## src/rtl/vfpr_pkg.sv

```systemverilog
// ----------------------------------------------------------------------------
// vfpr_pkg
// Types and constants shared by the video frame packet reassembler.
// ----------------------------------------------------------------------------
package vfpr_pkg;

    // Datagram header length in bytes
    localparam logic [15:0] HEADER_BYTES = 16'd16;

    // Stream codes
    localparam logic [7:0] STREAM_TOP    = 8'd0;
    localparam logic [7:0] STREAM_BOTTOM = 8'd1;

    // Configuration register reset values
    localparam logic [15:0] RST_PAYLOAD_PER_PACKET = 16'd1024;
    localparam logic [25:0] RST_HALF_FRAME_BYTES   = 26'd2764800;
    localparam logic [15:0] RST_PACKETS_PER_FRAME  = 16'd5400;
    localparam logic [26:0] RST_BUFFER_BYTES       = 27'd5529600;
    localparam logic [7:0]  RST_STALE_WINDOW       = 8'd10;

    // Configuration register indexes
    typedef enum logic [2:0] {
        CFG_PAYLOAD_PER_PACKET = 3'd0,
        CFG_HALF_FRAME_BYTES   = 3'd1,
        CFG_PACKETS_PER_FRAME  = 3'd2,
        CFG_BUFFER_BYTES       = 3'd3,
        CFG_CHECK_PEER         = 3'd4,
        CFG_PEER_IP_FIRST      = 3'd5,
        CFG_PEER_IP_SECOND     = 3'd6,
        CFG_STALE_WINDOW       = 3'd7
    } t_cfg_idx;

    // Result kinds
    typedef enum logic [1:0] {
        KIND_DROP     = 2'd0,
        KIND_WRITE    = 2'd1,
        KIND_COMPLETE = 2'd2,
        KIND_RESTART  = 2'd3
    } t_kind;

    typedef struct packed {
        logic [15:0] payload_per_packet;
        logic [25:0] half_frame_bytes;
        logic [15:0] packets_per_frame;
        logic [26:0] buffer_bytes;
        logic        check_peer;
        logic [31:0] peer_ip_first;
        logic [31:0] peer_ip_second;
        logic [7:0]  stale_window;
    } t_cfg;

    typedef struct packed {
        logic [7:0]  stream_sel;
        logic [31:0] frame_seq;
        logic [15:0] packet_index;
        logic [15:0] datagram_bytes;
        logic [31:0] sender_ip;
    } t_hdr;

    // Header after filtering and placement check
    typedef struct packed {
        logic        drop;
        logic        fits;
        logic [25:0] write_address;
        logic [15:0] write_bytes;
        logic [31:0] frame_seq;
    } t_dec;

    typedef struct packed {
        t_kind       kind;
        logic [25:0] write_address;
        logic [15:0] write_bytes;
        logic [31:0] frame_id;
        logic [15:0] count_so_far;
        logic        last;
    } t_res;

    // One or two results caused by one header
    typedef struct packed {
        logic two;
        t_res first;
        t_res second;
    } t_pair;

endpackage

```

## src/rtl/vfpr_if.sv

```systemverilog
// ----------------------------------------------------------------------------
// vfpr_if
// Valid/ready channels for datagram headers and reassembly results.
// ----------------------------------------------------------------------------
interface vfpr_hdr_if;
    logic        valid;
    logic        ready;
    logic [7:0]  stream_sel;
    logic [31:0] frame_seq;
    logic [15:0] packet_index;
    logic [15:0] datagram_bytes;
    logic [31:0] sender_ip;

    modport source (
        output valid, stream_sel, frame_seq, packet_index, datagram_bytes, sender_ip,
        input  ready
    );
    modport sink (
        input  valid, stream_sel, frame_seq, packet_index, datagram_bytes, sender_ip,
        output ready
    );
endinterface

interface vfpr_res_if;
    logic        valid;
    logic        ready;
    logic [1:0]  kind;
    logic [25:0] write_address;
    logic [15:0] write_bytes;
    logic [31:0] frame_id;
    logic [15:0] count_so_far;
    logic        last;

    modport source (
        output valid, kind, write_address, write_bytes, frame_id, count_so_far, last,
        input  ready
    );
    modport sink (
        input  valid, kind, write_address, write_bytes, frame_id, count_so_far, last,
        output ready
    );
endinterface

```

## src/rtl/vfpr_cfg.sv

```systemverilog
// ----------------------------------------------------------------------------
// vfpr_cfg
// Configuration register file, write only.
// ----------------------------------------------------------------------------
module vfpr_cfg (
    input  logic           i_clk,
    input  logic           i_rst_n,
    input  logic           i_cfg_we,
    input  logic [2:0]     i_cfg_index,
    input  logic [31:0]    i_cfg_data,
    output vfpr_pkg::t_cfg o_cfg
);

    vfpr_pkg::t_cfg r_cfg;

    // Register writes
    always_ff @(posedge i_clk) begin
        if (!i_rst_n) begin
            r_cfg.payload_per_packet <= vfpr_pkg::RST_PAYLOAD_PER_PACKET;
            r_cfg.half_frame_bytes   <= vfpr_pkg::RST_HALF_FRAME_BYTES;
            r_cfg.packets_per_frame  <= vfpr_pkg::RST_PACKETS_PER_FRAME;
            r_cfg.buffer_bytes       <= vfpr_pkg::RST_BUFFER_BYTES;
            r_cfg.check_peer         <= 1'b0;
            r_cfg.peer_ip_first      <= '0;
            r_cfg.peer_ip_second     <= '0;
            r_cfg.stale_window       <= vfpr_pkg::RST_STALE_WINDOW;
        end else if (i_cfg_we) begin
            case (i_cfg_index)
                vfpr_pkg::CFG_PAYLOAD_PER_PACKET: begin
                    r_cfg.payload_per_packet <= i_cfg_data[15:0];
                end
                vfpr_pkg::CFG_HALF_FRAME_BYTES: begin
                    r_cfg.half_frame_bytes <= i_cfg_data[25:0];
                end
                vfpr_pkg::CFG_PACKETS_PER_FRAME: begin
                    r_cfg.packets_per_frame <= i_cfg_data[15:0];
                end
                vfpr_pkg::CFG_BUFFER_BYTES: begin
                    r_cfg.buffer_bytes <= i_cfg_data[26:0];
                end
                vfpr_pkg::CFG_CHECK_PEER: begin
                    r_cfg.check_peer <= i_cfg_data[0];
                end
                vfpr_pkg::CFG_PEER_IP_FIRST: begin
                    r_cfg.peer_ip_first <= i_cfg_data;
                end
                vfpr_pkg::CFG_PEER_IP_SECOND: begin
                    r_cfg.peer_ip_second <= i_cfg_data;
                end
                vfpr_pkg::CFG_STALE_WINDOW: begin
                    r_cfg.stale_window <= i_cfg_data[7:0];
                end
                default: begin
                end
            endcase
        end
    end

    assign o_cfg = r_cfg;

endmodule

```

## src/rtl/vfpr_addr.sv

```systemverilog
// ----------------------------------------------------------------------------
// vfpr_addr
// Header input register, address multiply, sender filter and fit check.
// ----------------------------------------------------------------------------
module vfpr_addr (
    input  logic           i_clk,
    input  logic           i_rst_n,
    input  vfpr_pkg::t_cfg i_cfg,
    vfpr_hdr_if.sink       i_hdr,
    output logic           o_dec_vld,
    output vfpr_pkg::t_dec o_dec,
    input  logic           i_dec_rdy
);

    logic           r_a_vld;
    vfpr_pkg::t_hdr r_a_hdr;
    logic           r_b_vld;
    vfpr_pkg::t_hdr r_b_hdr;
    logic [31:0]    r_b_prod;
    logic           r_c_vld;
    vfpr_pkg::t_dec r_c_dec;

    logic           a_rdy;
    logic           b_rdy;
    logic           c_rdy;
    logic [31:0]    a_prod;
    logic [32:0]    b_addr;
    logic [33:0]    b_end;
    logic [15:0]    b_bytes;
    logic           b_short;
    logic           b_reject;
    vfpr_pkg::t_dec b_dec;

    // Stage handshakes: a stage loads when empty or when it moves on
    assign c_rdy       = !r_c_vld || i_dec_rdy;
    assign b_rdy       = !r_b_vld || c_rdy;
    assign a_rdy       = !r_a_vld || b_rdy;
    assign i_hdr.ready = a_rdy;

    // Stage A: input register
    always_ff @(posedge i_clk) begin
        if (!i_rst_n) begin
            r_a_vld <= 1'b0;
        end else if (a_rdy) begin
            r_a_vld <= i_hdr.valid;
        end
    end

    always_ff @(posedge i_clk) begin
        if (a_rdy && i_hdr.valid) begin
            r_a_hdr.stream_sel     <= i_hdr.stream_sel;
            r_a_hdr.frame_seq      <= i_hdr.frame_seq;
            r_a_hdr.packet_index   <= i_hdr.packet_index;
            r_a_hdr.datagram_bytes <= i_hdr.datagram_bytes;
            r_a_hdr.sender_ip      <= i_hdr.sender_ip;
        end
    end

    // Packet offset within its half frame
    assign a_prod = {16'd0, r_a_hdr.packet_index} * {16'd0, i_cfg.payload_per_packet};

    // Stage B: product register
    always_ff @(posedge i_clk) begin
        if (!i_rst_n) begin
            r_b_vld <= 1'b0;
        end else if (b_rdy) begin
            r_b_vld <= r_a_vld;
        end
    end

    always_ff @(posedge i_clk) begin
        if (b_rdy && r_a_vld) begin
            r_b_hdr  <= r_a_hdr;
            r_b_prod <= a_prod;
        end
    end

    // Half-frame offset, payload length, drop filter and fit against the buffer end
    always_comb begin
        b_addr   = {1'b0, r_b_prod}
                 + ((r_b_hdr.stream_sel == vfpr_pkg::STREAM_BOTTOM)
                    ? {7'd0, i_cfg.half_frame_bytes} : 33'd0);
        b_bytes  = r_b_hdr.datagram_bytes - vfpr_pkg::HEADER_BYTES;
        b_short  = r_b_hdr.datagram_bytes < vfpr_pkg::HEADER_BYTES;
        b_end    = {1'b0, b_addr} + {18'd0, b_bytes};
        b_reject = i_cfg.check_peer
                && (r_b_hdr.sender_ip != i_cfg.peer_ip_first)
                && (r_b_hdr.sender_ip != i_cfg.peer_ip_second);

        b_dec.drop          = b_reject || (r_b_hdr.stream_sel > vfpr_pkg::STREAM_BOTTOM);
        b_dec.fits          = !b_short && (b_end <= {7'd0, i_cfg.buffer_bytes});
        b_dec.write_address = b_addr[25:0];
        b_dec.write_bytes   = b_bytes;
        b_dec.frame_seq     = r_b_hdr.frame_seq;
    end

    // Stage C: decision input register
    always_ff @(posedge i_clk) begin
        if (!i_rst_n) begin
            r_c_vld <= 1'b0;
        end else if (c_rdy) begin
            r_c_vld <= r_b_vld;
        end
    end

    always_ff @(posedge i_clk) begin
        if (c_rdy && r_b_vld) begin
            r_c_dec <= b_dec;
        end
    end

    assign o_dec_vld = r_c_vld;
    assign o_dec     = r_c_dec;

endmodule

```

## src/rtl/vfpr_ctrl.sv

```systemverilog
// ----------------------------------------------------------------------------
// vfpr_ctrl
// Frame tracking: restart, placement, counting and completion decisions.
// ----------------------------------------------------------------------------
module vfpr_ctrl (
    input  logic            i_clk,
    input  logic            i_rst_n,
    input  vfpr_pkg::t_cfg  i_cfg,
    input  logic            i_dec_vld,
    input  vfpr_pkg::t_dec  i_dec,
    output logic            o_dec_rdy,
    output logic            o_pair_vld,
    output vfpr_pkg::t_pair o_pair,
    input  logic            i_pair_rdy
);

    logic [31:0] r_frame_now;
    logic [15:0] r_placed_count;
    logic [31:0] n_frame_now;
    logic [15:0] n_placed_count;

    logic        fire;
    logic        newer;
    logic        stale;
    logic        restart;
    logic        place_ok;
    logic        complete;
    logic [15:0] base_cnt;
    logic [15:0] cnt_inc;
    logic [31:0] base_frame;
    logic [32:0] window_end;
    vfpr_pkg::t_res res_place;
    vfpr_pkg::t_res res_restart;
    vfpr_pkg::t_res res_drop;

    assign fire       = i_dec_vld && i_pair_rdy;
    assign o_dec_rdy  = i_pair_rdy;
    assign o_pair_vld = i_dec_vld;

    // Frame decision and result assembly
    always_comb begin
        newer      = r_frame_now < i_dec.frame_seq;
        window_end = {1'b0, i_dec.frame_seq} + {25'd0, i_cfg.stale_window};
        stale      = window_end < {1'b0, r_frame_now};
        restart    = !i_dec.drop && (newer || stale);
        place_ok   = !i_dec.drop && i_dec.fits
                  && (restart || (i_dec.frame_seq == r_frame_now));
        base_cnt   = restart ? 16'd0 : r_placed_count;
        base_frame = restart ? i_dec.frame_seq : r_frame_now;
        cnt_inc    = base_cnt + 16'd1;
        complete   = cnt_inc == i_cfg.packets_per_frame;

        res_place.kind          = complete ? vfpr_pkg::KIND_COMPLETE : vfpr_pkg::KIND_WRITE;
        res_place.write_address = i_dec.write_address;
        res_place.write_bytes   = i_dec.write_bytes;
        res_place.frame_id      = base_frame;
        res_place.count_so_far  = cnt_inc;
        res_place.last          = 1'b1;

        res_restart.kind          = vfpr_pkg::KIND_RESTART;
        res_restart.write_address = '0;
        res_restart.write_bytes   = '0;
        res_restart.frame_id      = i_dec.frame_seq;
        res_restart.count_so_far  = '0;
        res_restart.last          = !place_ok;

        res_drop.kind          = vfpr_pkg::KIND_DROP;
        res_drop.write_address = '0;
        res_drop.write_bytes   = '0;
        res_drop.frame_id      = r_frame_now;
        res_drop.count_so_far  = r_placed_count;
        res_drop.last          = 1'b1;

        if (restart) begin
            o_pair.two    = place_ok;
            o_pair.first  = res_restart;
            o_pair.second = res_place;
        end else begin
            o_pair.two    = 1'b0;
            o_pair.first  = place_ok ? res_place : res_drop;
            o_pair.second = res_place;
        end

        // Next frame state
        n_frame_now    = r_frame_now;
        n_placed_count = r_placed_count;
        if (place_ok) begin
            if (complete) begin
                n_frame_now    = base_frame + 32'd1;
                n_placed_count = 16'd0;
            end else begin
                n_frame_now    = base_frame;
                n_placed_count = cnt_inc;
            end
        end else if (restart) begin
            n_frame_now    = i_dec.frame_seq;
            n_placed_count = 16'd0;
        end
    end

    // Frame state registers
    always_ff @(posedge i_clk) begin
        if (!i_rst_n) begin
            r_frame_now    <= '0;
            r_placed_count <= '0;
        end else if (fire) begin
            r_frame_now    <= n_frame_now;
            r_placed_count <= n_placed_count;
        end
    end

`ifndef NO_ASSERTIONS
    a_complete_clears: assert property (@(posedge i_clk) disable iff (!i_rst_n)
        fire && place_ok && complete |=> r_placed_count == 16'd0)
        else $error("placed count not cleared after frame completion");

    a_restart_takes_frame: assert property (@(posedge i_clk) disable iff (!i_rst_n)
        fire && restart && !place_ok |=> r_frame_now == $past(i_dec.frame_seq))
        else $error("restart did not adopt the new frame number");
`endif

endmodule

```

## src/rtl/vfpr_out.sv

```systemverilog
// ----------------------------------------------------------------------------
// vfpr_out
// Result register: holds the one or two results of a header and hands
// them out one item at a time.
// ----------------------------------------------------------------------------
module vfpr_out (
    input  logic            i_clk,
    input  logic            i_rst_n,
    input  logic            i_pair_vld,
    input  vfpr_pkg::t_pair i_pair,
    output logic            o_pair_rdy,
    vfpr_res_if.source      o_res
);

    logic           r_vld;
    logic           r_two;
    vfpr_pkg::t_res r_slot0;
    vfpr_pkg::t_res r_slot1;
    logic           out_fire;
    logic           load;

    assign out_fire   = r_vld && o_res.ready;
    assign o_pair_rdy = !r_vld || (out_fire && !r_two);
    assign load       = i_pair_vld && o_pair_rdy;

    // Control: valid and second-result flag
    always_ff @(posedge i_clk) begin
        if (!i_rst_n) begin
            r_vld <= 1'b0;
            r_two <= 1'b0;
        end else if (load) begin
            r_vld <= 1'b1;
            r_two <= i_pair.two;
        end else if (out_fire) begin
            if (r_two) begin
                r_two <= 1'b0;
            end else begin
                r_vld <= 1'b0;
            end
        end
    end

    // Payload: second result moves up after the first is taken
    always_ff @(posedge i_clk) begin
        if (load) begin
            r_slot0 <= i_pair.first;
            r_slot1 <= i_pair.second;
        end else if (out_fire && r_two) begin
            r_slot0 <= r_slot1;
        end
    end

    assign o_res.valid         = r_vld;
    assign o_res.kind          = r_slot0.kind;
    assign o_res.write_address = r_slot0.write_address;
    assign o_res.write_bytes   = r_slot0.write_bytes;
    assign o_res.frame_id      = r_slot0.frame_id;
    assign o_res.count_so_far  = r_slot0.count_so_far;
    assign o_res.last          = r_slot0.last;

`ifndef NO_ASSERTIONS
    a_two_needs_valid: assert property (@(posedge i_clk) disable iff (!i_rst_n)
        r_two |-> r_vld)
        else $error("second result pending without a valid result");

    a_not_last_has_more: assert property (@(posedge i_clk) disable iff (!i_rst_n)
        r_vld && !r_slot0.last |-> r_two)
        else $error("non-final result shown with no result following");
`endif

endmodule

```

## src/rtl/video_frame_packet_reassembler_top.sv

```systemverilog
// ----------------------------------------------------------------------------
// video_frame_packet_reassembler_top
// Decides where each received video datagram payload goes in a frame buffer.
// ----------------------------------------------------------------------------
// Usage:
//   i_hdr carries one datagram header per item (stream, frame number, packet
//   index, datagram length, sender address). o_res carries result items:
//   dropped, payload write, frame-completing write, or frame restart; the
//   final result of a header has last set.
//   Configuration is written through i_cfg_we / i_cfg_index / i_cfg_data
//   while no header is in flight.
//   Path: input register, product register and decision input register,
//   then the frame decision loads the result register that presents it.
//   Throughput: one header per cycle while o_res is ready. A restart that
//   also places the payload produces two results, handed out one at a time;
//   the result register holding them is the limit.
//   Reset clears the pipeline, sets frame number and placed count to zero
//   and loads the configuration defaults.
//   When o_res is stalled the pipeline stages fill and i_hdr.ready drops
//   once all are full; nothing is lost.
// ----------------------------------------------------------------------------
module video_frame_packet_reassembler_top (
    input  logic        i_clk,
    input  logic        i_rst_n,
    input  logic        i_cfg_we,
    input  logic [2:0]  i_cfg_index,
    input  logic [31:0] i_cfg_data,
    vfpr_hdr_if.sink    i_hdr,
    vfpr_res_if.source  o_res
);

    vfpr_pkg::t_cfg  cfg;
    logic            dec_vld;
    logic            dec_rdy;
    vfpr_pkg::t_dec  dec;
    logic            pair_vld;
    logic            pair_rdy;
    vfpr_pkg::t_pair pair;

    vfpr_cfg u_cfg (
        .i_clk       (i_clk),
        .i_rst_n     (i_rst_n),
        .i_cfg_we    (i_cfg_we),
        .i_cfg_index (i_cfg_index),
        .i_cfg_data  (i_cfg_data),
        .o_cfg       (cfg)
    );

    vfpr_addr u_addr (
        .i_clk     (i_clk),
        .i_rst_n   (i_rst_n),
        .i_cfg     (cfg),
        .i_hdr     (i_hdr),
        .o_dec_vld (dec_vld),
        .o_dec     (dec),
        .i_dec_rdy (dec_rdy)
    );

    vfpr_ctrl u_ctrl (
        .i_clk      (i_clk),
        .i_rst_n    (i_rst_n),
        .i_cfg      (cfg),
        .i_dec_vld  (dec_vld),
        .i_dec      (dec),
        .o_dec_rdy  (dec_rdy),
        .o_pair_vld (pair_vld),
        .o_pair     (pair),
        .i_pair_rdy (pair_rdy)
    );

    vfpr_out u_out (
        .i_clk      (i_clk),
        .i_rst_n    (i_rst_n),
        .i_pair_vld (pair_vld),
        .i_pair     (pair),
        .o_pair_rdy (pair_rdy),
        .o_res      (o_res)
    );

endmodule

```

## src/flat_wrapper.sv

```systemverilog
// flat-port wrapper written by rule: the top's interface ports become plain ports
module video_frame_packet_reassembler_top_flat 
  (i_clk, i_rst_n, i_cfg_we, i_cfg_index, i_cfg_data, i_hdr_valid, i_hdr_stream_sel, i_hdr_frame_seq, i_hdr_packet_index, i_hdr_datagram_bytes, i_hdr_sender_ip, i_hdr_ready, o_res_valid, o_res_kind, o_res_write_address, o_res_write_bytes, o_res_frame_id, o_res_count_so_far, o_res_last, o_res_ready);
  vfpr_hdr_if i_hdr_i ();
  vfpr_res_if o_res_i ();
  input  logic i_clk;
  input  logic i_rst_n;
  input  logic i_cfg_we;
  input  logic [2:0] i_cfg_index;
  input  logic [31:0] i_cfg_data;
  input wire logic [$bits(i_hdr_i.valid)-1:0] i_hdr_valid;
  input wire logic [$bits(i_hdr_i.stream_sel)-1:0] i_hdr_stream_sel;
  input wire logic [$bits(i_hdr_i.frame_seq)-1:0] i_hdr_frame_seq;
  input wire logic [$bits(i_hdr_i.packet_index)-1:0] i_hdr_packet_index;
  input wire logic [$bits(i_hdr_i.datagram_bytes)-1:0] i_hdr_datagram_bytes;
  input wire logic [$bits(i_hdr_i.sender_ip)-1:0] i_hdr_sender_ip;
  output wire logic [$bits(i_hdr_i.ready)-1:0] i_hdr_ready;
  output wire logic [$bits(o_res_i.valid)-1:0] o_res_valid;
  output wire logic [$bits(o_res_i.kind)-1:0] o_res_kind;
  output wire logic [$bits(o_res_i.write_address)-1:0] o_res_write_address;
  output wire logic [$bits(o_res_i.write_bytes)-1:0] o_res_write_bytes;
  output wire logic [$bits(o_res_i.frame_id)-1:0] o_res_frame_id;
  output wire logic [$bits(o_res_i.count_so_far)-1:0] o_res_count_so_far;
  output wire logic [$bits(o_res_i.last)-1:0] o_res_last;
  input wire logic [$bits(o_res_i.ready)-1:0] o_res_ready;
  assign i_hdr_i.valid = i_hdr_valid;
  assign i_hdr_i.stream_sel = i_hdr_stream_sel;
  assign i_hdr_i.frame_seq = i_hdr_frame_seq;
  assign i_hdr_i.packet_index = i_hdr_packet_index;
  assign i_hdr_i.datagram_bytes = i_hdr_datagram_bytes;
  assign i_hdr_i.sender_ip = i_hdr_sender_ip;
  assign i_hdr_ready = i_hdr_i.ready;
  assign o_res_valid = o_res_i.valid;
  assign o_res_kind = o_res_i.kind;
  assign o_res_write_address = o_res_i.write_address;
  assign o_res_write_bytes = o_res_i.write_bytes;
  assign o_res_frame_id = o_res_i.frame_id;
  assign o_res_count_so_far = o_res_i.count_so_far;
  assign o_res_last = o_res_i.last;
  assign o_res_i.ready = o_res_ready;
  video_frame_packet_reassembler_top u_core (.i_clk(i_clk), .i_rst_n(i_rst_n), .i_cfg_we(i_cfg_we), .i_cfg_index(i_cfg_index), .i_cfg_data(i_cfg_data), .i_hdr(i_hdr_i), .o_res(o_res_i));
endmodule
```

## config.mk

```make
export PLATFORM = sky130hd
export DESIGN_NAME = video_frame_packet_reassembler_top_flat
export DESIGN_NICKNAME = d
export VERILOG_FILES = /design/src/rtl/vfpr_pkg.sv /design/src/rtl/vfpr_if.sv /design/src/rtl/vfpr_cfg.sv /design/src/rtl/vfpr_addr.sv /design/src/rtl/vfpr_ctrl.sv /design/src/rtl/vfpr_out.sv /design/src/rtl/video_frame_packet_reassembler_top.sv /design/src/flat_wrapper.sv
export SDC_FILE = /design/constraint.sdc
export NUM_CORES = 2
export LEC_CHECK = 0
export ABC_AREA = 1
export BUFFER_PORTS_ARGS = -buffer_cell sky130_fd_sc_hd__buf_2
export CORE_UTILIZATION = 51
export DETAILED_ROUTE_END_ITERATION = 16
export PLACE_DENSITY = 0.75
export SETUP_SLACK_MARGIN = 0.1
export SLEW_MARGIN = 20
export SYNTH_ARGS = -nofsm -noshare
export SYNTH_HDL_FRONTEND = slang
export SYNTH_SLANG_ARGS = --single-unit
```

## constraint.sdc

```tcl
create_clock -name i_clk -period 6.05 [get_ports i_clk]
set_clock_uncertainty 0.15 [all_clocks]
set_input_delay 0.605 -clock i_clk [delete_from_list [all_inputs] [get_ports i_clk]]
set_output_delay 0.605 -clock i_clk [all_outputs]
set_load 0.02 [all_outputs]
```

==> results.ini <==
[drt]
post-route-drc-count = 0
drtPass1Iterations = 5
vias_per_cell = 5.43
drt-initial-drc-count = 3007
wl_per_cell_um = 19.1
vias = 33400
final_antenna_net_count = 0
routed_wl_um = 118000

[global_routing]
grt_pass1_vias = 32800
antenna_found_initial = 5
grt_pass1_wl_um = 177000
grt_start_max_net_pins = 121
grt_overflow_total = 0
grtUsageTotal_pct = 27.8

[synth]
syn_avg_cell_area_sq_um = 9.49
synth-main-ff-cell = edfxtp_1
ys_async_sr_fraction_pct = 0
syn_area_sq_um = 40400
syn_nets = 4847
synth_edf_count = 485
ys_ff_latch = 696
synthesis.instances = 4260
ys_types = 61
ys_seq_area_share_pct = 46.5
ys_warn_count = 0

[floorplanning]
fp.dieW_um = 284
ios = 239
start_util_pct = 51.9
die_y_um = 284
coreArea_sq_um = 78000
dieArea_sq_um = 80400
std_cell_rows = 102

[sta]
fin_ws_ns = -0.415
slew_headroom_pct = 17.6
clock.fmax_mhz = 155
rsz0062_at_grt = yes
setup_tns_ns = -7.90
finalHoldViolCount = 0
worstMarginPinSlew_ns = 1.24
setup_viol = 52
period_needed_ns = 6.47
finalCritPeriodShare_pct = 107
maxSlewViolCount = 0
fin_hold_ws_ns = 0.0205

[power]
p_sw_share_pct = 26.7
sequentialPowerShare_pct = 43.2
vdd_drop_max_mv = 0.239
powerDensity_nw_per_um2 = 237
report.power.total_mw = 12.6
combPwrFrac_pct = 18.4
leakage_nw = 23.9
p_switching_mw = 3.36
power.internal_mw = 9.21
clkPwrFrac_pct = 38.4

[clocking]
numClockSinks = 696
htree_num_levels = 3
cts_made_buffers = 73
clk_latency_ns = 0.63
root_buffer = clkbuf_16
clk_pin_slew_worst_paths_ns = 0.06
cts_tree = yes
clock_path_buffers = 3

[placement]
port_buffers = 238
dp_hpwl_um = 78000
dpl_cell_area_sq_um = 45500
place_congestion = 0.925

[status]
status = finished with violations
violations = negative setup slack

[setup_path]
critPathKind = reg2reg
worst_ep_required_time_ns = 6.38
path_max_fanout = 4
cp.arrival_ns = 6.80
crit_top_cell = buf_4
cp-start-kind = flip-flop
slowest_delay_ns = 0.54
crit_path_top_delay_cell = or4_4
crit_path_end_kind = flip-flop

[finish]
final_common_cell = nand2_1
final_cell_mix = nand2_1 (680), inv_1 (622), edfxtp_1 (485), buf_4 (461), nor2_1 (354)
drive_gt1_share_pct = 27.3
postLayoutCellArea_sq_um = 53000
post-route-util_pct = 67.9
fin_nets = 5634
syn_to_final_growth_pct = 31.0

[run]
drv_cap = 0

[worst_hold_path]
hold_path_class = in2reg

==> timing repair <==
item | CTS | global route
endpoints found under the hold margin | 77 | 0
setup buffers | 88 | 79
resized for setup | 259 | 380
pin swaps | 87 | 258
hold buffers | 77 | 0
cloned | 7 | 8
setup endpoints to repair | 65 | 147
==> path summary, 6_finish.rpt <==
check | depth (start not counted) | end | startpoint | slack, ns
worst max-delay path | 38 | u_core.u_addr.o_dec[74] | u_core.u_addr.r_b_hdr[97] | -0.42
worst min-delay path | 1 | u_core.u_addr.r_a_hdr[96] | i_hdr_stream_sel[0] | 0.02
worst max register to register | 38 | u_core.u_addr.o_dec[74] | u_core.u_addr.r_b_hdr[97] | -0.42
worst min register to register | 0 | u_core.u_addr.b_dec[22] | u_core.u_addr.r_a_hdr[86] | 0.26
==> per-stage QoR <==
stage | cells | worst slack (ns)
2_1_floorplan | 4260 | -0.235
3_5_place_dp | 5771 | -0.617
4_1_cts | 6077 | -0.277
6_report | 6149 | -0.415
3_3_place_gp | 5771 | -0.347
5_1_grt | 6148 | -0.661
==> registers in the layout (all words and copies together) (netlist names), 2 cells and up <==
signal and cells:
u_core.u_addr.o_dec 76, u_core.u_out.o_res.write_bytes 16, u_core.u_out.o_res.frame_id 32, u_core.u_addr.r_b_hdr 56, u_core.u_addr.b_dec 32, u_core.u_out.r_slot1 92, u_core.u_cfg.o_cfg 158, u_core.u_out.o_res.kind 2
u_core.u_out.o_res.write_address 26, u_core.u_ctrl.r_placed_count 16, u_core.u_out.o_res.count_so_far 16, u_core.u_ctrl.r_frame_now 32, u_core.u_addr.r_a_hdr 104, u_core.u_addr.r_b_prod 32
==> cell usage after synthesis (all sizes together), types with 2 or more instances <==
cell type | instances | share of area (%)
nand3 | 154 | 2.1
a31oi | 18 | 0.28
o221ai | 5 | 0.11
nand4 | 50 | 0.80
o21bai | 5 | 0.093
a21boi | 6 | 0.11
a211oi | 6 | 0.11
a21oi | 227 | 2.8
nand3b | 6 | 0.11
nand2 | 811 | 7.6
ha | 246 | 7.6
a32o | 45 | 1.1
o21ai | 267 | 3.3
buf | 16 | 0.34
nor4 | 12 | 0.19
a21o | 6 | 0.11
dfxtp | 211 | 10
clkbuf | 146 | 1.4
a31o | 2 | 0.043
o2111ai | 4 | 0.087
edfxtp | 485 | 36
or3 | 2 | 0.031
fa | 197 | 9.8
or2 | 8 | 0.12
nor2 | 416 | 4.1
clkinv | 5 | 0.046
nor3 | 30 | 0.41
xnor2 | 91 | 2.0
o211ai | 24 | 0.46
o21a | 7 | 0.13
inv | 660 | 6.1
xor2 | 83 | 1.8
==> routing by layer <==
| metal | global-route usage, % | share of wire [%] | vias to the layer above |
|---|---|---|---|
| met3 | 4.57 | 8.0 | 308 |
| met5 | 0 | 0.046 | - |
| met4 | 11.4 | 4.1 | 10 |
| li1 | - | - | 15500 |
| met2 | 45.9 | 48 | 1479 |
| met1 | 36.4 | 40 | 16100 |
==> power by group through the flow <==
stage	registers, mW	clock network, mW	logic, mW
2_1_floorplan	5.49	0	1.20
3_3_place_gp	5.52	0	1.88
3_5_place_dp	5.52	0	1.93
4_1_cts	5.42	4.88	2.08
5_1_grt	5.44	5.07	2.54
6_report	5.42	4.83	2.32
==> cell type report <==
class / count / area [sq um]
antenna: 1 / 2.50
clock inverter: 34 / 459
tap: 1040 / 1300
timing repair buffer: 870 / 6900
inverter: 665 / 2550
multi-input combinational: 2741 / 20800
fill: 5566 / 25000
sequential: 696 / 18800
clock buffer: 102 / 2130
==> cell families after synthesis <==
| kind of cell | after synthesis | share of synthesized area (%) |
|---|---|---|
| buffers and inverters | 827 | 7.87 |
| AOI/OAI and AO/OA | 625 | 8.85 |
| DFF | 696 | 46.5 |
| adders and majority gates | 443 | 17.4 |
| xor gates and xnor gates | 174 | 3.77 |
| and+or+nand+nor | 1495 | 15.7 |
==> worst max-delay path: cells and delay by family, from the launching register on <==
kind	cells	cell delay (ns)
compound gates	11	1.47
xor+xnor	2	0.34
fa+ha+maj	3	0.88
buf+inv	10	1.25
flops	1	0.38
simple gates	12	1.86
Power figures use the tool's default switching activity.
